$ cat src/hdl/tcc_pkg.sv
package tcc_pkg;

  localparam int CNT_BITS = 12;
  localparam logic [CNT_BITS-1:0] CNT_MAX = 12'hFFF;
  localparam int SAMPLE_BITS = 12;

  // opcodes of an input item
  localparam logic [1:0] OP_SAMPLE = 2'd0;
  localparam logic [1:0] OP_READ   = 2'd1;
  localparam logic [1:0] OP_ARM    = 2'd2;
  localparam logic [1:0] OP_NOP    = 2'd3;

  // capture modes
  localparam logic [1:0] MODE_CONT    = 2'd0;
  localparam logic [1:0] MODE_ONESHOT = 2'd1;
  localparam logic [1:0] MODE_AUTO    = 2'd2;

  // configuration register indexes
  localparam logic [2:0] REG_MODE   = 3'd0;
  localparam logic [2:0] REG_SOURCE = 3'd1;
  localparam logic [2:0] REG_WHIGH  = 3'd2;
  localparam logic [2:0] REG_WLOW   = 3'd3;
  localparam logic [2:0] REG_LENGTH = 3'd4;

  localparam logic [11:0] WHIGH_RST  = 12'd3200;
  localparam logic [11:0] WLOW_RST   = 12'd1200;
  localparam logic [11:0] LENGTH_RST = 12'd1024;

  typedef struct packed {
    logic [1:0]             opcode;
    logic [SAMPLE_BITS-1:0] src0_a;
    logic [SAMPLE_BITS-1:0] src0_b;
    logic [SAMPLE_BITS-1:0] src1_a;
    logic [SAMPLE_BITS-1:0] src1_b;
    logic                   block_last;
  } in_item_t;

  typedef struct packed {
    logic                   word_valid;
    logic                   channel;
    logic [10:0]            word_index;
    logic [SAMPLE_BITS-1:0] word_value;
    logic                   channel_end;
    logic                   capture_end;
  } out_item_t;

  typedef struct packed {
    logic [1:0]  capture_mode;
    logic        source_select;
    logic [11:0] window_high;
    logic [11:0] window_low;
    logic [11:0] capture_length;
  } cfg_t;

  typedef enum logic [1:0] {
    K_SAMPLE,
    K_READ,
    K_ARM
  } kind_t;

  // classified item handed from front to back
  typedef struct packed {
    kind_t                  kind;
    logic [SAMPLE_BITS-1:0] a;
    logic [SAMPLE_BITS-1:0] b;
    logic                   outside;
    logic                   last;
  } qitem_t;

endpackage

$ cat src/hdl/tcc_front.sv
module tcc_front
  import tcc_pkg::*;
(
  input  logic     in_valid,
  input  in_item_t in_data,
  output logic     in_stall,
  input  cfg_t     cfg,
  input  logic     q_full,
  output logic     q_push,
  output qitem_t   q_item
);

  logic [SAMPLE_BITS-1:0] a;
  logic [SAMPLE_BITS-1:0] b;
  logic                   a_out;
  logic                   b_out;

  always_comb begin
    a = cfg.source_select ? in_data.src1_a : in_data.src0_a;
    b = cfg.source_select ? in_data.src1_b : in_data.src0_b;
    a_out = (a > cfg.window_high) || (a < cfg.window_low);
    b_out = (b > cfg.window_high) || (b < cfg.window_low);

    q_item.a       = a;
    q_item.b       = b;
    q_item.outside = a_out || b_out;
    q_item.last    = in_data.block_last;
    case (in_data.opcode)
      OP_SAMPLE: q_item.kind = K_SAMPLE;
      OP_READ:   q_item.kind = K_READ;
      OP_ARM:    q_item.kind = K_ARM;
      default:   q_item.kind = K_SAMPLE;
    endcase
  end

  assign in_stall = q_full;
  // NOP opcode is accepted and dropped here
  assign q_push   = in_valid && !q_full && (in_data.opcode != OP_NOP);

endmodule

$ cat config.mk
export PLATFORM = sky130hd
export DESIGN_NAME = tcc_front
export DESIGN_NICKNAME = d
export VERILOG_FILES = /design/src/hdl/tcc_pkg.sv /design/src/hdl/tcc_front.sv
export SDC_FILE = /design/constraint.sdc
export NUM_CORES = 1
export LEC_CHECK = 0
export BUFFER_PORTS_ARGS = -buffer_cell sky130_fd_sc_hd__buf_2
export CORE_AREA = 4 4 69 71
export DETAILED_ROUTE_END_ITERATION = 6
export DIE_AREA = 0 0 73 75
export PLACE_DENSITY = 0.75
export RECOVER_POWER = 50
export SETUP_SLACK_MARGIN = 0.2
export SLEW_MARGIN = 20
export SYNTH_ARGS = -nofsm -noshare
export SYNTH_HDL_FRONTEND = slang
export SYNTH_SLANG_ARGS = --single-unit
$ cat constraint.sdc
create_clock -name vclk -period 3.4
set_input_delay 0.68 -clock vclk [all_inputs]
set_output_delay 0.68 -clock vclk [all_outputs]
set_load 0.01 [all_outputs]
**Yosys cells after proc, flatten, opt, wreduce, memory -nomap -nowiden**

Cells that the tools add are included.
Widths: inputs -> output; s select.

- Register bits after elaboration: 0
- Input port bits: 92
- Output and inout bits: 30
- Word-level logic and storage cells: 16

- $lt $le $gt $ge: 4
- Eq/ne operators: 3
- Muxes and demuxes: 3
- Reduce and logical (&&, ||, !) cells: 6

Operators with widths:

| cell | number |
|---|---|
| $gt 12x12->1 | 2 |
| $lt 12x12->1 | 2 |
| $mux 12 | 2 |
| $pmux 2 s2 | 1 |
| $logic_or 1x1->1 | 3 |
| $eq 2x1->1 const B | 1 |
| $eq 2x2->1 const B | 1 |
| $logic_and 1x1->1 | 2 |
| $ne 2x2->1 const B | 1 |
| $logic_not 1->1 | 1 |

**Logic depth before layout (Yosys ltp)**

- Depth in word-level cells: 4
- Gate-level depth with buffers: 10
- Depth with buffers taken out: 8

**Worst setup path before layout**

OpenSTA, ideal clock, no wires.

- Path type: input to output
- From: input port cfg[36] (netlist bit)
- To: output port q_item[1] (netlist bit)
- Arrival: 3.068 ns
- Required time: 2.720 ns
- Path slack: -0.348 ns
- Stages on the path: 10
- Path buffers: 2
- Cell sequence: buf_6 > clkbuf_1 > mux2_2 > ha_1 > a21o_1 > a21oi_1 > o221ai_1 > a221oi_1 > nor2_1 > or4_1

RTL lines:

| item | RTL line | text |
|---|---|---|
| start: declaration | tcc_front.sv:7 | `input cfg_t cfg,` |
| end: declaration | tcc_front.sv:10 | `output qitem_t q_item` |

==> flow_summary.json <==
{
  "yosysSeqAreaShare_pct": 0,
  "synth.distinct_cells": 28,
  "yosys_warnings": 0,
  "vias": 1643,
  "final_util_pct": 52.2,
  "post-route-drc-count": 0,
  "hold_class": "in -> out",
  "min_period_ns": 3.65,
  "syn2layout_area_growth_pct": 58.2,
  "combPwrFrac_pct": 100.0,
  "antenna_left": 0,
  "io_pins": 122,
  "chipWidth_microns": 73,
  "drt_iter0_drc": 21,
  "hold_buffers": 0,
  "min_path_cells": 0,
  "syn-cell-area_sq_um": 1400,
  "netlist_instances": 169,
  "syn_nets": 307,
  "swShare_pct": 47.2,
  "globalplace.congestion": 0.867,
  "antenna_cells": 0,
  "hpwl_microns": 4170,
  "crit_arrival_ns": 2.97,
  "critPathRequiredTime_ns": 2.72,
  "numPortBuffers": 106,
  "post_cts_buffers": 0,
  "vias_per_cell": 4.88,
  "grt_max_degree": 14,
  "fin_setup_tns_ns": -0.250,
  "rsz0062_at_grt": "yes",
  "grt_pass1_wl_microns": 6800,
  "grt_antenna_before_repair": 0,
  "p_seq_share_pct": 0,
  "slew_headroom_pct": 72.8,
  "worst_slew_pin_slew_ns": 0.397,
  "fillerInstances": 414,
  "fin_hold_ws_ns": 1.36,
  "nClkBuffers": 0,
  "vdd_drop_max_mv": 0.0576,
  "core_sq_um": 4230,
  "first_global_vias": 1549,
  "critPathMaxFanout": 10,
  "maxCapViolations": 0,
  "switching_power_mw": 0.152,
  "finalCritPeriodShare_pct": 107,
  "endpoint": "q_item[1]",
  "clkPwrFrac_pct": 0,
  "seq_area_sq_um": 0,
  "grt_usage_pct": 15.4,
  "row_count": 24,
  "drv_slew": 0,
  "final_common_cell": "buf_2",
  "cp-end-kind": "primary output",
  "fin_nets": 425,
  "flops_and_latches": 0,
  "p_int_mw": 0.170,
  "finalHoldViolCount": 0,
  "die_area_sq_um": 5480,
  "postPlaceCellArea_sq_um": 2220,
  "worst_setup_path_start_kind": "input port",
  "gr-total-overflow": 0,
  "critical_path_class": "in -> out",
  "setup_ws_ns": -0.250,
  "final_cell_mix": "102 x buf_2, 40 x ha_1, 28 x inv_1",
  "power_density_nw_per_um2": 146,
  "fin_cells": 337,
  "wl_per_cell_microns": 13.3,
  "status": "finished, violations left",
  "max_freq_ghz": 0.274,
  "cellLeakagePower_nw": 1.26,
  "dr.pass1.iters": 4,
  "startpoint": "cfg[36]",
  "failed_checks": "setup timing",
  "dp_cells": 337,
  "final_layout_size_suffix_gt1_share_pct": 52.6,
  "die_h_microns": 75,
  "setup_viol": 1,
  "start_util_pct": 33.0,
  "fin_area_sq_um": 2210,
  "syn_avg_cell_area_sq_um": 8.27,
  "routed_wl_microns": 4490
}
## how the worst min path moves through the flow
stage                          start   endpoint
after global routing      in_data[0]  q_item[0]
after global placement    in_data[0]  q_item[0]
after detailed placement  in_data[0]  q_item[0]
final                     in_data[0]  q_item[0]
after CTS                 in_data[0]  q_item[0]
after floorplan               q_full     q_push
## synth_stat cells, drive strengths merged
cell / count / area (sq um)
ha: 46 / 576
inv: 28 / 105
mux2: 22 / 248
a21oi: 11 / 55.1
nand4: 9 / 56.3
a21o: 7 / 52.6
nor2: 5 / 18.8
o21ai: 5 / 25.0
a2111oi: 4 / 47.6
a211oi: 4 / 30.0
nor2b: 4 / 25.0
nor3: 4 / 20.0
buf: 3 / 26.3
nand2: 3 / 11.3
nand3: 3 / 15.0
clkbuf: 2 / 7.51
mux2i: 2 / 23.8
a21boi: 1 / 7.51
a221oi: 1 / 8.76
and4: 1 / 8.76
nor4: 1 / 6.26
o211ai: 1 / 7.51
o221ai: 1 / 8.76
or4: 1 / 7.51
## cells by family after synthesis
| group | count (synthesis) | share of synthesized area (%) |
|---|---|---|
| adders and majority gates | 46 | 41.2 |
| AOI/OAI and AO/OA | 35 | 17.4 |
| buffers and inverters | 33 | 9.94 |
| and+or+nand+nor | 31 | 12.1 |
| muxes | 24 | 19.4 |
## through the flow
stage	setup slack, ns	power, mW
detailed placement	-0.263	0.323
CTS	-0.266	0.326
finish	-0.250	0.322
floorplan	0.0121	0.196
global route	-0.363	0.365
global placement	-0.244	0.313
## worst max-delay path, cell delays in order
cell and delay [ns]:
buf_2 0.14, buf_12 0.15, buf_4 0.13, mux2_2 0.36, ha_1 0.31, o211ai_1 0.13
a211oi_1 0.12, a2111oi_2 0.21, nor2_1 0.07, or4_4 0.51, buf_2 0.15
## layout make-up
type                       instances  area (sq um)  area share, %
multi-input combinational        136          1380           62.3
inverter                          28           105           4.75
timing repair buffer             121           663           30.0
tap                               52          65.1           2.94
## layer usage
metal	vias up	track usage, %	share of wire, %
li1	866	-	-
met1	710	18.3	42
met2	67	32.2	51
met3	0	0.401	7.2
met4	0	0	0
met5	-	0	0
## power by group through the flow
stage / Sequential [mW] / Clock (mW) / Combinational, mW
2_1_floorplan: 0 / 0 / 0.196
3_3_place_gp: 0 / 0 / 0.313
3_5_place_dp: 0 / 0 / 0.323
4_1_cts: 0 / 0 / 0.326
5_1_grt: 0 / 0 / 0.365
6_report: 0 / 0 / 0.322
## what timing repair did
action	4_1_cts	5_1_grt
cloned	0	0
resized for setup	0	1
setup endpoints to repair	1	1
Note: power is estimated with default switching activity, not from simulation.
