$ cat src/hdl/tcc_pkg.sv
package tcc_pkg;

  localparam int CNT_BITS = 12;
  localparam logic [CNT_BITS-1:0] CNT_MAX = 12'hFFF;
  localparam int SAMPLE_BITS = 12;

  // opcodes of an input item
  localparam logic [1:0] OP_SAMPLE = 2'd0;
  localparam logic [1:0] OP_READ   = 2'd1;
  localparam logic [1:0] OP_ARM    = 2'd2;
  localparam logic [1:0] OP_NOP    = 2'd3;

  // capture modes
  localparam logic [1:0] MODE_CONT    = 2'd0;
  localparam logic [1:0] MODE_ONESHOT = 2'd1;
  localparam logic [1:0] MODE_AUTO    = 2'd2;

  // configuration register indexes
  localparam logic [2:0] REG_MODE   = 3'd0;
  localparam logic [2:0] REG_SOURCE = 3'd1;
  localparam logic [2:0] REG_WHIGH  = 3'd2;
  localparam logic [2:0] REG_WLOW   = 3'd3;
  localparam logic [2:0] REG_LENGTH = 3'd4;

  localparam logic [11:0] WHIGH_RST  = 12'd3200;
  localparam logic [11:0] WLOW_RST   = 12'd1200;
  localparam logic [11:0] LENGTH_RST = 12'd1024;

  typedef struct packed {
    logic [1:0]             opcode;
    logic [SAMPLE_BITS-1:0] src0_a;
    logic [SAMPLE_BITS-1:0] src0_b;
    logic [SAMPLE_BITS-1:0] src1_a;
    logic [SAMPLE_BITS-1:0] src1_b;
    logic                   block_last;
  } in_item_t;

  typedef struct packed {
    logic                   word_valid;
    logic                   channel;
    logic [10:0]            word_index;
    logic [SAMPLE_BITS-1:0] word_value;
    logic                   channel_end;
    logic                   capture_end;
  } out_item_t;

  typedef struct packed {
    logic [1:0]  capture_mode;
    logic        source_select;
    logic [11:0] window_high;
    logic [11:0] window_low;
    logic [11:0] capture_length;
  } cfg_t;

  typedef enum logic [1:0] {
    K_SAMPLE,
    K_READ,
    K_ARM
  } kind_t;

  // classified item handed from front to back
  typedef struct packed {
    kind_t                  kind;
    logic [SAMPLE_BITS-1:0] a;
    logic [SAMPLE_BITS-1:0] b;
    logic                   outside;
    logic                   last;
  } qitem_t;

endpackage

$ cat src/hdl/tcc_queue.sv
module tcc_queue
  import tcc_pkg::*;
(
  input  logic   clk,
  input  logic   rst_n,
  input  logic   push,
  input  qitem_t push_item,
  output logic   full,
  output logic   head_valid,
  output qitem_t head_item,
  input  logic   pop
);

  qitem_t     ent_r [2];
  logic       wp_r;
  logic       wp_nxt;
  logic       rp_r;
  logic       rp_nxt;
  logic [1:0] cnt_r;
  logic [1:0] cnt_nxt;

  assign full       = (cnt_r == 2'd2);
  assign head_valid = (cnt_r != 2'd0);
  assign head_item  = ent_r[rp_r];

  always_comb begin
    wp_nxt  = push ? ~wp_r : wp_r;
    rp_nxt  = pop ? ~rp_r : rp_r;
    cnt_nxt = cnt_r + {1'b0, push} - {1'b0, pop};
  end

  always_ff @(posedge clk) begin
    if (!rst_n) begin
      wp_r  <= 1'b0;
      rp_r  <= 1'b0;
      cnt_r <= 2'd0;
    end else begin
      wp_r  <= wp_nxt;
      rp_r  <= rp_nxt;
      cnt_r <= cnt_nxt;
    end
    if (push) begin
      ent_r[wp_r] <= push_item;
    end
  end

endmodule

$ cat config.mk
export PLATFORM = sky130hd
export DESIGN_NAME = tcc_queue
export DESIGN_NICKNAME = d
export VERILOG_FILES = /design/src/hdl/tcc_pkg.sv /design/src/hdl/tcc_queue.sv
export SDC_FILE = /design/constraint.sdc
export NUM_CORES = 1
export LEC_CHECK = 0
export ABC_AREA = 1
export BUFFER_PORTS_ARGS = -buffer_cell sky130_fd_sc_hd__buf_2
export CAP_MARGIN = 20
export CORE_UTILIZATION = 51
export CTS_CLUSTER_DIAMETER = 150
export CTS_CLUSTER_SIZE = 30
export DETAILED_ROUTE_END_ITERATION = 10
export HOLD_SLACK_MARGIN = 0.05
export PLACE_DENSITY = 0.78
export SLEW_MARGIN = 5
export SYNTH_ARGS = -nofsm -noshare
export SYNTH_HDL_FRONTEND = slang
export SYNTH_SLANG_ARGS = --single-unit
$ cat constraint.sdc
create_clock -name clk -period 2.1 [get_ports clk]
set_input_delay 0.21 -clock clk [delete_from_list [all_inputs] [get_ports clk]]
set_output_delay 0.21 -clock clk [all_outputs]
set_load 0.1 [all_outputs]
# Word level (Yosys, flattened, before mapping)
# Memory sizes are Yosys's and may differ from the RTL's. A register that Yosys moved wholly into a read port is not among the register bits.
# Index checks and enable logic that the tools add are counted.
# W data, S select, Z words.
dict set report op_classes {
  n_addsub 2
  n_eq_ne 1
  mux 4
  n_bitwise 2
  reduce_logical 1
}
# operator count
set ops {}
lappend ops {{$mux W1} 4}
lappend ops {{$add A2 B1 Y2} 1}
lappend ops {{$eq A2 B2 Y1 const B} 1}
lappend ops {{$not A1 Y1} 2}
lappend ops {{$reduce_bool A2 Y1} 1}
lappend ops {{$sub A2 B1 Y2} 1}
dict set report totals {
  ff_bits 4
  ramBits 56
  inputBits 32
  out_inout_bits 30
  mem_count 1
}
# name depth width rd rd_clocked_by_memory_dff wr line_no
set mem_list {}
lappend mem_list {ent_r 2 28 1 1 1 tcc_queue.sv:14} ;# qitem_t ent_r [2];

# Logic depth before layout (Yosys ltp)
# Gate-level depths: netlist of run 1.
dict set report logic_depth {
  depth_word 3
  depth_mapped 9
  mapped_depth_nobuf 9
}

# Worst setup path before layout of run 1
# Ideal clock, no wire load.
dict set report synth_timing {
  kind {reg-to-reg}
  start {reg wp_r}
  end {mem ent_r[0][0] (netlist bit), enable pin}
  setup_time_ns 0.413
  arrival_time_ns 1.512
  required_time_ns 1.687
  slack_ns 0.175
  stages_incl_launch_ff 2
  n_path_buf 0
  synth_period_minus_slack_ns 1.925
  cell_sequence {dfxtp_1 -> nor2_1}
}
# element line_no
set synth_rtl {}
lappend synth_rtl {{start: declaration} tcc_queue.sv:15} ;# logic wp_r;
lappend synth_rtl {{start signal: assignment} tcc_queue.sv:38} ;# wp_r <= wp_nxt;
lappend synth_rtl {{end: declaration} tcc_queue.sv:14}
# No word-level cell before the write port.

==> results of run 1 <==
-- worst paths after layout --
check                  end  depth (start not counted)  slack [ns]
max          head_item[27]                          3        0.20
max reg2reg       cnt_r[1]                          8        0.78
min reg2reg           wp_r                          2        0.55
min           ent_r[1][22]                          1        0.07
-- registers in the layout, summed over array words and instances, names as in the netlist, named ones only --
signal,cells
cnt_r,2
ent_r,56
rp_r,1
wp_r,1
-- stage by stage --
stage                     setup slack [ns]  total power [W]
after floorplan                      0.175          0.00203
after global placement               0.601          0.00229
after detailed placement             0.530          0.00232
after CTS                            0.167          0.00325
after global routing                 0.133          0.00332
final                                0.202          0.00322
-- cell usage in the layout (no fill, tap or decap) --
master                      netlist  layout
sky130_fd_sc_hd__nor2_1           8       7
sky130_fd_sc_hd__dfxtp_1          5       4
sky130_fd_sc_hd__clkbuf_8         0       9
sky130_fd_sc_hd__nand3_1          1       1
sky130_fd_sc_hd__ha_1             2       2
sky130_fd_sc_hd__a21oi_1          1       1
sky130_fd_sc_hd__inv_1            7       7
sky130_fd_sc_hd__buf_12           2      28
sky130_fd_sc_hd__nand2_1          9       9
sky130_fd_sc_hd__buf_4            0       4
sky130_fd_sc_hd__nor2_2           0       1
sky130_fd_sc_hd__buf_2            0      33
sky130_fd_sc_hd__clkinv_1         0       3
sky130_fd_sc_hd__mux2_2           8       8
sky130_fd_sc_hd__dfxtp_2          0       1
sky130_fd_sc_hd__mux2_4          20      20
sky130_fd_sc_hd__edfxtp_1        56      56
sky130_fd_sc_hd__clkinv_2         0       3
sky130_fd_sc_hd__bufinv_16        0       1
-- power by group --
part	internal, W	switching (W)	leakage (nW)	total, W
combinational	0.000299	0.000558	0.692	0.000857
clock	0.000528	0.000405	0.0953	0.000933
sequential	0.00140	0.0000260	0.568	0.00143
-- metal layers --
| layer | wire length (um) | track usage |
|---|---|---|
| met2 | 2180 | 0.301 |
| met4 | 81 | 0.113 |
| met1 | 1510 | 0.202 |
| met3 | 197 | 0.0491 |
| met5 | 0 | 0 |
-- worst max-delay path: stages, from the launching register on --
cell                      delay (ns)
sky130_fd_sc_hd__dfxtp_2        0.47
sky130_fd_sc_hd__buf_4          0.31
sky130_fd_sc_hd__mux2_2         0.40
sky130_fd_sc_hd__buf_12         0.17
-- layout make-up --
cell class	count	area [sq um]
multi-input combinational	49	492
clock inverter	7	56.3
sequential	61	1780
clock buffer	9	124
inverter	7	26.3
fill	263	1080
timing repair buffer	65	756
tap	52	65.1
-- kinds of logic after synthesis --
logic type / after synthesis / share of synthesized area
buffers and inverters: 10 / 0.0330
adders and majority gates: 2 / 0.0107
AOI/OAI and AO/OA: 1 / 0.00213
and+or+nand+nor: 18 / 0.0293
muxes: 28 / 0.166
DFF: 61 / 0.759
==> implementation parameters, run 1 <==
Parameter                              Value

Yosys
  Area share of the leading cell type in the synthesized netlist    0.716
  Cell variety after synth    12
  Post-synth EDFFs    56
  Mapped Nets    154
  Fraction of registers with async set or reset after synthesis    0
  Fraction of the yosys area taken by sequential cells    0.759
  Commonest register cell after synthesis    sky130_fd_sc_hd__edfxtp_1
  Synth Cell Area    0.00235 sq mm
  Flops & latches, synth    61
  Most used standard cells in the synthesized netlist    56 x sky130_fd_sc_hd__edfxtp_1, 20 x sky130_fd_sc_hd__mux2_4, 9 x sky130_fd_sc_hd__nand2_1, 8 x sky130_fd_sc_hd__mux2_2, 8 x sky130_fd_sc_hd__nor2_1
  Top-count cell post-synth    sky130_fd_sc_hd__edfxtp_1
  Synthesized instance count    120
  Cell accounting for the most synthesized area    sky130_fd_sc_hd__edfxtp_1
  Cell types with the largest area share after synthesis    sky130_fd_sc_hd__edfxtp_1 72%, sky130_fd_sc_hd__mux2_4 13%, sky130_fd_sc_hd__dfxtp_1 4.3%, sky130_fd_sc_hd__mux2_2 3.8%, sky130_fd_sc_hd__buf_12 1.7%
  Post-synthesis average cell area    19.6 sq um
  Number of warnings printed during yosys synthesis    0

Pwr
  Static power due to leakage    1.36 nW
  Maximum resistive drop on vdd    0.000707 V
  PwrDens    975 mW/mm^2

Timing
  Worst max-slew margin expressed relative to the limit    0.680
  Post-Route Skew    0.00180 ns
  Final worst hold slack    0.0705 ns
  Total negative slack    0 ns
  Fmax achieved    527 MHz
  Setup violators final    0
  Slew of the pin with the lowest slew margin    0.484 ns
  Number of failing hold endpoints at the final stage    0
  Final min period    1.90 ns
  Final count of pins violating max slew    0
  RSZ-0062 raised after global routing    no
  Share of the clock period used by the worst path after layout    0.904

Place
  Total placed cells including tap cells    234
  HPWL after detailed placement    2890 um
  Gp weighted congestion    0.695
  Count of buffers from port buffering    61
  Cell area reported after detailed placement    0.00312 sq mm

Routing
  Via count normalized by instance count    5.08
  Post-route ant nets    0
  Detailed Route WL    3970 um
  First-pass detailed-route iteration total    4
  Iteration-0 DRC count of the detailed router    88
  Residual DRC    0
  Total number of vias    1271
  Detail-routed net length per standard cell    15.9 um

Finish
  Final core utilization    0.753
  Final layout net count    227
  Post-route insts no fill    250
  Inserted Diodes    0
  Area growth, synth to finish    40.6%
  Final design area excluding fillers    0.00330 sq mm
  Layout cell share with drive strength beyond 1    0.545

Worst setup path
  CP Max Fanout    12
  Worst setup path class    reg -> out
  Crit path capture type    primary output
  Required time worst endpoint    1.89 ns
  Launching point of the worst reg2reg path    cnt_r[0]
  Startpoint kind of the worst setup timing path    flop
  Crit path DAT    1.69 ns

Global route
  GRT Residual Overflow    0
  Pin count of the biggest net entering global routing    29
  Via count of the first global-routing pass    1254
  Global-route wire length before repair    6250 um
  Aggregate global-route resource usage    0.180
  Initial antenna violation count    0

Floorplanning
  Die boundary height    69.9 um
  Initial Util    0.536
  Number of rows in the core area    24
  Die outline width    69.9 um
  Floorplan core area    0.00438 sq mm
  Floorplan die area    0.00488 sq mm
  Top-level port count    62

Run status
  Outcome    completed

Clock tree
  Resized Gates After CTS    0
  Hold-fix buffer count after cts    0
  Buffer levels on the longest clock path    2
  Clock input transition at the sequential cells of the worst setup and hold paths    0.06 ns
  Worst skew pair latency    0.33 ns
  TritonCTS clock tree    done
  H-tree depth reported by CTS    3
  Setup repair bufs after CTS    0
  Clk sink count    61
  Clock buffer count from CTS    9
  Library cell used as clock root buffer    sky130_fd_sc_hd__clkbuf_8

Run
  Number of maximum-capacitance constraint violations    0

Worst hold path
  Hold Crit Class    in -> reg
  Beginning of the worst hold path    push_item[22]
(Power assumes the default switching activity.)
==> run 2, diff against run 1 <==
--- a/config.mk
+++ b/config.mk
@@ -8,12 +8,13 @@
 export ABC_AREA = 1
 export BUFFER_PORTS_ARGS = -buffer_cell sky130_fd_sc_hd__buf_2
 export CAP_MARGIN = 20
-export CORE_UTILIZATION = 51
+export CORE_UTILIZATION = 55
 export CTS_CLUSTER_DIAMETER = 150
 export CTS_CLUSTER_SIZE = 30
 export DETAILED_ROUTE_END_ITERATION = 10
 export HOLD_SLACK_MARGIN = 0.05
-export PLACE_DENSITY = 0.78
+export PLACE_DENSITY = 0.83
+export SETUP_SLACK_MARGIN = 0.4
 export SLEW_MARGIN = 5
 export SYNTH_ARGS = -nofsm -noshare
 export SYNTH_HDL_FRONTEND = slang
==> constraint.sdc (replaced) <==
create_clock -name clk -period 2.2 [get_ports clk]
set_input_delay 0.22 -clock clk [delete_from_list [all_inputs] [get_ports clk]]
set_output_delay 0.22 -clock clk [all_outputs]
set_load 0.1 [all_outputs]
==> implementation parameters, run 2 (synthesis results as in run 1) <==
Parameter                              Value

Run status
  Outcome    completed

Floorplanning
  Top-level port count    62 (unchanged)
  Floorplan die area    0.00454 sq mm (-7.1%)
  Floorplan core area    0.00406 sq mm (-7.4%)
  Die boundary height    67.3 um (-3.6%)
  Die outline width    67.3 um (-3.6%)
  Initial Util    0.579 (+0.0431)
  Number of rows in the core area    23 (-4.2%)

Finish
  # fillers    253 (-3.8%)
  Final layout net count    227 (unchanged)
  Final design area excluding fillers    0.00293 sq mm (-11%)
  Sequential standard cell area    0.00179 sq mm (+0.14%)
  Largest registers ranked by flip-flop count    ent_r (56), cnt_r (2)
  Flip-flop count of the largest register, all copies and words added    56 (unchanged)
  Layout cell share with drive strength beyond 1    0.538 (-0.00738)
  Most frequent cells in the layout    56 x sky130_fd_sc_hd__edfxtp_1, 41 x sky130_fd_sc_hd__buf_2, 22 x sky130_fd_sc_hd__buf_4, 20 x sky130_fd_sc_hd__mux2_4
  Inserted Diodes    0 (unchanged)
  Area used by multi-input combinational logic    494 sq um (+0.51%)
  Register containing the most flip-flops in the final layout    ent_r
  Area growth, synth to finish    24.8%
  Leading cell type in the layout, fill and taps excluded    sky130_fd_sc_hd__edfxtp_1

Timing
  Total negative slack    0 ns (unchanged)
  Final min period    1.76 ns
  Number of failing hold endpoints at the final stage    0 (unchanged)
  Final worst hold slack    0.0789 ns (+0.00838 ns)
  Share of the clock period used by the worst path after layout    0.798
  Post-Route Skew    0.00317 ns (+0.00137 ns)
  Slew of the pin with the lowest slew margin    0.496 ns (+0.0122 ns)
  Final count of pins violating max slew    0 (unchanged)
  Setup violators final    0 (unchanged)
  Fmax achieved    569 MHz
  RSZ-0062 raised after global routing    no
  Worst max-slew margin expressed relative to the limit    0.672 (-0.00809)

Clock tree
  Clk sink count    61 (unchanged)
  Clock input transition at the sequential cells of the worst setup and hold paths    0.06 ns (about the same)
  H-tree depth reported by CTS    3 (unchanged)
  Buffer levels on the longest clock path    2 (unchanged)
  Worst skew pair latency    0.33 ns (about the same)
  Hold-fix buffer count after cts    0 (unchanged)
  Clock buffer count from CTS    9 (unchanged)
  Library cell used as clock root buffer    sky130_fd_sc_hd__clkbuf_8
  TritonCTS clock tree    done
  Setup repair bufs after CTS    0 (unchanged)

Global route
  Global-route wire length before repair    5290 um (-15%)
  GRT Residual Overflow    0 (unchanged)
  Aggregate global-route resource usage    0.172 (-0.00770)
  Via count of the first global-routing pass    1182 (-5.7%)
  Initial antenna violation count    0 (unchanged)
  Pin count of the biggest net entering global routing    29 (unchanged)

Place
  HPWL after detailed placement    2500 um (-14%)
  Cell area reported after detailed placement    0.00271 sq mm (-13%)
  Gp weighted congestion    0.619 (-11%)
  Count of buffers from port buffering    61 (unchanged)

Pwr
  Maximum resistive drop on vdd    0.000690 V (-2.4%)
  Static power due to leakage    1.21 nW (-11%)
  Total power of the final layout    0.00280 W (-13%)
  PwrDens    954 mW/mm^2 (-2.2%)

Worst hold path
  Hold Crit Class    in -> reg

Worst setup path
  Crit path DAT    1.54 ns (-0.15 ns)
  CP Max Fanout    10 (-2)
  Critical path destination    head_item[26]
  Launching point of the worst reg2reg path    wp_r
  Worst setup path class    reg -> out
  Required time worst endpoint    1.98 ns (+0.09 ns)
  Worst-case register-to-register setup slack    0.74 ns (-0.04 ns)
  Crit path capture type    primary output
  R2r worst-path depth    3 (-5)
  Startpoint kind of the worst setup timing path    flop
  Worst r2r dst    ent_r[1][14]

Routing
  Detail-routed net length per standard cell    15.0 um (-5.9%)
  Via count normalized by instance count    5.02 (-1.3%)
  Detailed Route WL    3690 um (-7.0%)
  Residual DRC    0 (unchanged)
  First-pass detailed-route iteration total    4 (unchanged)
  Iteration-0 DRC count of the detailed router    74 (-16%)
  Post-route ant nets    0 (unchanged)
  Total number of vias    1240 (-2.4%)

Run
  Number of maximum-capacitance constraint violations    0 (unchanged)
-- run 2: cell count changes in the layout (fill, tap and decap cells not counted), moves of 2 or more --
cell | before | now
sky130_fd_sc_hd__buf_12 | 28 | 1
sky130_fd_sc_hd__buf_2 | 33 | 41
sky130_fd_sc_hd__buf_4 | 4 | 22
sky130_fd_sc_hd__clkbuf_1 | 0 | 2
sky130_fd_sc_hd__clkinv_2 | 3 | 1
-- run 2: report_power, final --
| group | leakage (nW) | internal, W | switching [W] |
|---|---|---|---|
| clock network | 0.0757 | 0.000389 | 0.000370 |
| registers | 0.568 | 0.00134 | 0.0000264 |
| logic | 0.567 | 0.000166 | 0.000505 |
| total | 1.21 | 0.00189 | 0.000901 |
-- run 2: how the worst min path moves through the flow --
stage                       start      endpoint  slack (ns)  cells after the start
global placement    push_item[27]  ent_r[1][27]        0.41                      1
global route        push_item[13]  ent_r[0][13]        0.07                      1
floorplan                   rst_n      cnt_r[0]        0.31                      2
CTS                 push_item[27]  ent_r[1][27]        0.07                      1
detailed placement  push_item[27]  ent_r[1][27]        0.41                      1
finish              push_item[27]  ent_r[1][27]        0.08                      1
-- run 2: critical path, stage by stage (launching register included) --
cell,delay (ns)
sky130_fd_sc_hd__dfxtp_4,0.45
sky130_fd_sc_hd__clkbuf_16,0.21
sky130_fd_sc_hd__mux2_4,0.31
sky130_fd_sc_hd__buf_4,0.23
-- run 2: layer usage --
layer / vias to the layer above / wire length [um] / global-route usage
met4: 0 / 86 / 0.0878
li1: 590 / - / -
met5: - / 0 / 0
met2: 43 / 2060 / 0.296
met1: 597 / 1350 / 0.175
met3: 10 / 196 / 0.0760
-- run 2: area by class of cell --
class	instances	share of cell area
well taps	50	0.0213
clock buffers	11	0.0448
repair buffers	65	0.142
clock inverters	4	0.00555
multi-input cells	49	0.169
flip-flops and latches	61	0.609
inverters	7	0.00896
-- run 2: what timing repair did --
item,in CTS,in global routing
gates resized for setup,21,0
cloned,0,1
pin swaps,0,0
endpoints found under the setup margin,20,3
-- run 2: stage by stage --
step | util | instances | setup slack, ns
6_report | 0.722 | 247 | 0.444
5_1_grt | 0.722 | 247 | 0.397
4_1_cts | 0.716 | 246 | 0.409
3_5_place_dp | 0.667 | 231 | 0.638
3_3_place_gp | 0.667 | 231 | 0.647
2_1_floorplan | - | 120 | 0.729
==> run 3, diff against run 2 <==
--- a/config.mk
+++ b/config.mk
@@ -8,12 +8,12 @@
 export ABC_AREA = 1
 export BUFFER_PORTS_ARGS = -buffer_cell sky130_fd_sc_hd__buf_2
 export CAP_MARGIN = 20
-export CORE_UTILIZATION = 55
+export CORE_UTILIZATION = 51
 export CTS_CLUSTER_DIAMETER = 150
 export CTS_CLUSTER_SIZE = 30
 export DETAILED_ROUTE_END_ITERATION = 10
 export HOLD_SLACK_MARGIN = 0.05
-export PLACE_DENSITY = 0.83
+export PLACE_DENSITY = 0.78
 export SETUP_SLACK_MARGIN = 0.4
 export SLEW_MARGIN = 5
 export SYNTH_ARGS = -nofsm -noshare
==> constraint.sdc (replaced) <==
create_clock -name clk -period 1.75 [get_ports clk]
set_input_delay 0.175 -clock clk [delete_from_list [all_inputs] [get_ports clk]]
set_output_delay 0.175 -clock clk [all_outputs]
set_load 0.1 [all_outputs]
==> implementation parameters, run 3 (synthesis results as in run 1) <==
Parameter                              Value

Place
  HPWL after detailed placement    3000 um (+20%)
  Gp weighted congestion    0.669 (+8.0%)
  Count of buffers from port buffering    61 (unchanged)
  Cell area reported after detailed placement    0.00316 sq mm (+17%)

Timing
  Post-Route Skew    0.00755 ns (+0.00437 ns)
  Total negative slack    0 ns (unchanged)
  Number of failing hold endpoints at the final stage    0 (unchanged)
  RSZ-0062 raised after global routing    yes
  Slew of the pin with the lowest slew margin    0.391 ns (-0.105 ns)
  Worst max-slew margin expressed relative to the limit    0.739 (+0.0674)
  Fmax achieved    627 MHz
  Share of the clock period used by the worst path after layout    0.912
  Final min period    1.60 ns
  Setup violators final    0 (unchanged)
  Final count of pins violating max slew    0 (unchanged)

Clock tree
  Clock buffer count from CTS    9 (unchanged)
  TritonCTS clock tree    done
  H-tree depth reported by CTS    3 (unchanged)
  Buffer levels on the longest clock path    2 (unchanged)
  Library cell used as clock root buffer    sky130_fd_sc_hd__clkbuf_8
  Worst skew pair latency    0.33 ns (about the same)
  Clock input transition at the sequential cells of the worst setup and hold paths    0.07 ns (about the same)
  Clk sink count    61 (unchanged)

Finish
  Area growth, synth to finish    61.2%
  Layout cell share with drive strength beyond 1    0.526 (-0.0120)
  Register containing the most flip-flops in the final layout    ent_r
  Leading cell type in the layout, fill and taps excluded    sky130_fd_sc_hd__edfxtp_1
  Largest registers ranked by flip-flop count    ent_r (56), cnt_r (2)
  Inserted Diodes    0 (unchanged)
  Final design area excluding fillers    0.00378 sq mm (+29%)
  # fillers    191 (-25%)
  Most frequent cells in the layout    56 x sky130_fd_sc_hd__edfxtp_1, 31 x sky130_fd_sc_hd__buf_2, 30 x sky130_fd_sc_hd__buf_12, 28 x sky130_fd_sc_hd__mux2_4, 28 x sky130_fd_sc_hd__dlygate4sd3_1
  Final layout net count    259 (+14%)
  Flip-flop count of the largest register, all copies and words added    56 (unchanged)

Worst setup path
  Launching point of the worst reg2reg path    cnt_r[0]
  Required time worst endpoint    1.57 ns (-0.41 ns)
  Crit path capture type    primary output
  Worst setup path class    reg -> out
  Crit path DAT    1.42 ns (-0.12 ns)
  R2r worst-path depth    8 (+5)
  Startpoint kind of the worst setup timing path    flop
  CP Max Fanout    8 (-2)

Global route
  Pin count of the biggest net entering global routing    18 (-38%)
  Via count of the first global-routing pass    1476 (+25%)
  Aggregate global-route resource usage    0.229 (+0.0575)
  Global-route wire length before repair    7760 um (+47%)
  Initial antenna violation count    0 (unchanged)
  GRT Residual Overflow    0 (unchanged)

Pwr
  Switching share of power    0.304 (-0.0183)
  Part of the power in registers    0.409 (-0.079)
  PwrDens    1110 mW/mm^2 (+17%)
  Maximum resistive drop on vdd    0.00101 V (+46%)
  Static power due to leakage    1.55 nW (+28%)
  Total power of the final layout    0.00421 W (+50%)
  Clock share of power    0.312 (+0.041)
  Internal power    0.00293 W (+55%)
  Portion of total power attributed to combinational logic    0.279 (+0.039)
  Net switching component of the power    0.00128 W (+42%)

Routing
  Total number of vias    1430 (+15%)
  Detail-routed net length per standard cell    20.0 um (+34%)
  Iteration-0 DRC count of the detailed router    76 (+2.7%)
  Via count normalized by instance count    5.07 (+1.0%)
  Detailed Route WL    5640 um (+53%)
  First-pass detailed-route iteration total    4 (unchanged)
  Post-route ant nets    0 (unchanged)
  Residual DRC    0 (unchanged)

Worst hold path
  Hold Crit Class    in -> reg
  Beginning of the worst hold path    rst_n
  Cell depth of the worst hold path    3 (+2)

Run status
  Outcome    completed

Run
  Number of maximum-capacitance constraint violations    0 (unchanged)

Floorplanning
  Top-level port count    62 (unchanged)
  Floorplan die area    0.00488 sq mm (+7.6%)
  Number of rows in the core area    24 (+4.3%)
  Initial Util    0.536 (-0.0431)
  Die outline width    69.9 um (+3.7%)
  Die boundary height    69.9 um (+3.7%)
  Floorplan core area    0.00438 sq mm (+8.0%)
-- run 3: cell count changes in the layout (fill, tap and decap cells not counted), moves of 2 or more --
cell	delta
sky130_fd_sc_hd__mux2_4	+8
sky130_fd_sc_hd__inv_1	-2
sky130_fd_sc_hd__buf_4	-18
sky130_fd_sc_hd__buf_2	-10
sky130_fd_sc_hd__dlygate4sd3_1	+28
sky130_fd_sc_hd__buf_12	+29
sky130_fd_sc_hd__mux2_2	-8
sky130_fd_sc_hd__bufinv_16	+2
sky130_fd_sc_hd__ha_1	-2
-- run 3: timing repair --
| action | CTS | global route |
|---|---|---|
| hold buffers | 28 | 0 |
| gates cloned | 0 | 2 |
| buffers inserted | 0 | 0 |
| gates resized for setup | 6 | 19 |
| pin swaps | 0 | 3 |
| endpoints found under the setup margin | 31 | 52 |
| endpoints found under the hold margin | 56 | 0 |
-- run 3: worst max-delay path, stage by stage (launching register included) --
cell and delay, ns:
sky130_fd_sc_hd__dfxtp_4 0.41, sky130_fd_sc_hd__clkbuf_16 0.18, sky130_fd_sc_hd__mux2_4 0.32, sky130_fd_sc_hd__buf_12 0.17
-- run 3: cell type report --
cell class,instances,area [sq um],share of cell area
clock buffers,10,128,0.0337
clock inverters,6,77.6,0.0205
inverters,7,30.0,0.00793
multi-input cells,49,556,0.147
flip-flops and latches,61,1790,0.472
well taps,52,65.1,0.0172
repair buffers,97,1140,0.302
-- run 3: routing by layer --
metal | part of all wire | track usage | vias up
met1 | 0.39 | 0.245 | 709
met2 | 0.54 | 0.408 | 51
met3 | 0.042 | 0.0649 | 12
li1 | - | - | 658
met5 | 0 | 0 | -
met4 | 0.024 | 0.122 | 0
-- run 3: per-stage QoR --
step                      utilization  hold WS (ns)  cells  setup slack (ns)
after floorplan                     -         0.268    120             0.354
after global placement          0.720         0.362    236             0.452
after detailed placement        0.720         0.366    236             0.382
after CTS                       0.835        0.0856    280             0.139
after global routing            0.863         0.113    282             0.125
final                           0.863        0.0987    282             0.154
-- run 3: path summary, 6_finish.rpt --
check	endpoint	slack (ns)
worst max-delay path	head_item[15]	0.15
worst min-delay path	cnt_r[0]	0.1
worst max register to register	cnt_r[1]	0.43
worst min register to register	rp_r	0.50
-- run 3: power groups by stage --
stage	registers, W	logic, W	clock network [W]
floorplan	0.00173	0.000705	0
global placement	0.00173	0.00103	0
detailed placement	0.00174	0.00105	0
CTS	0.00171	0.00111	0.00131
global route	0.00173	0.00121	0.00140
finish	0.00172	0.00117	0.00131
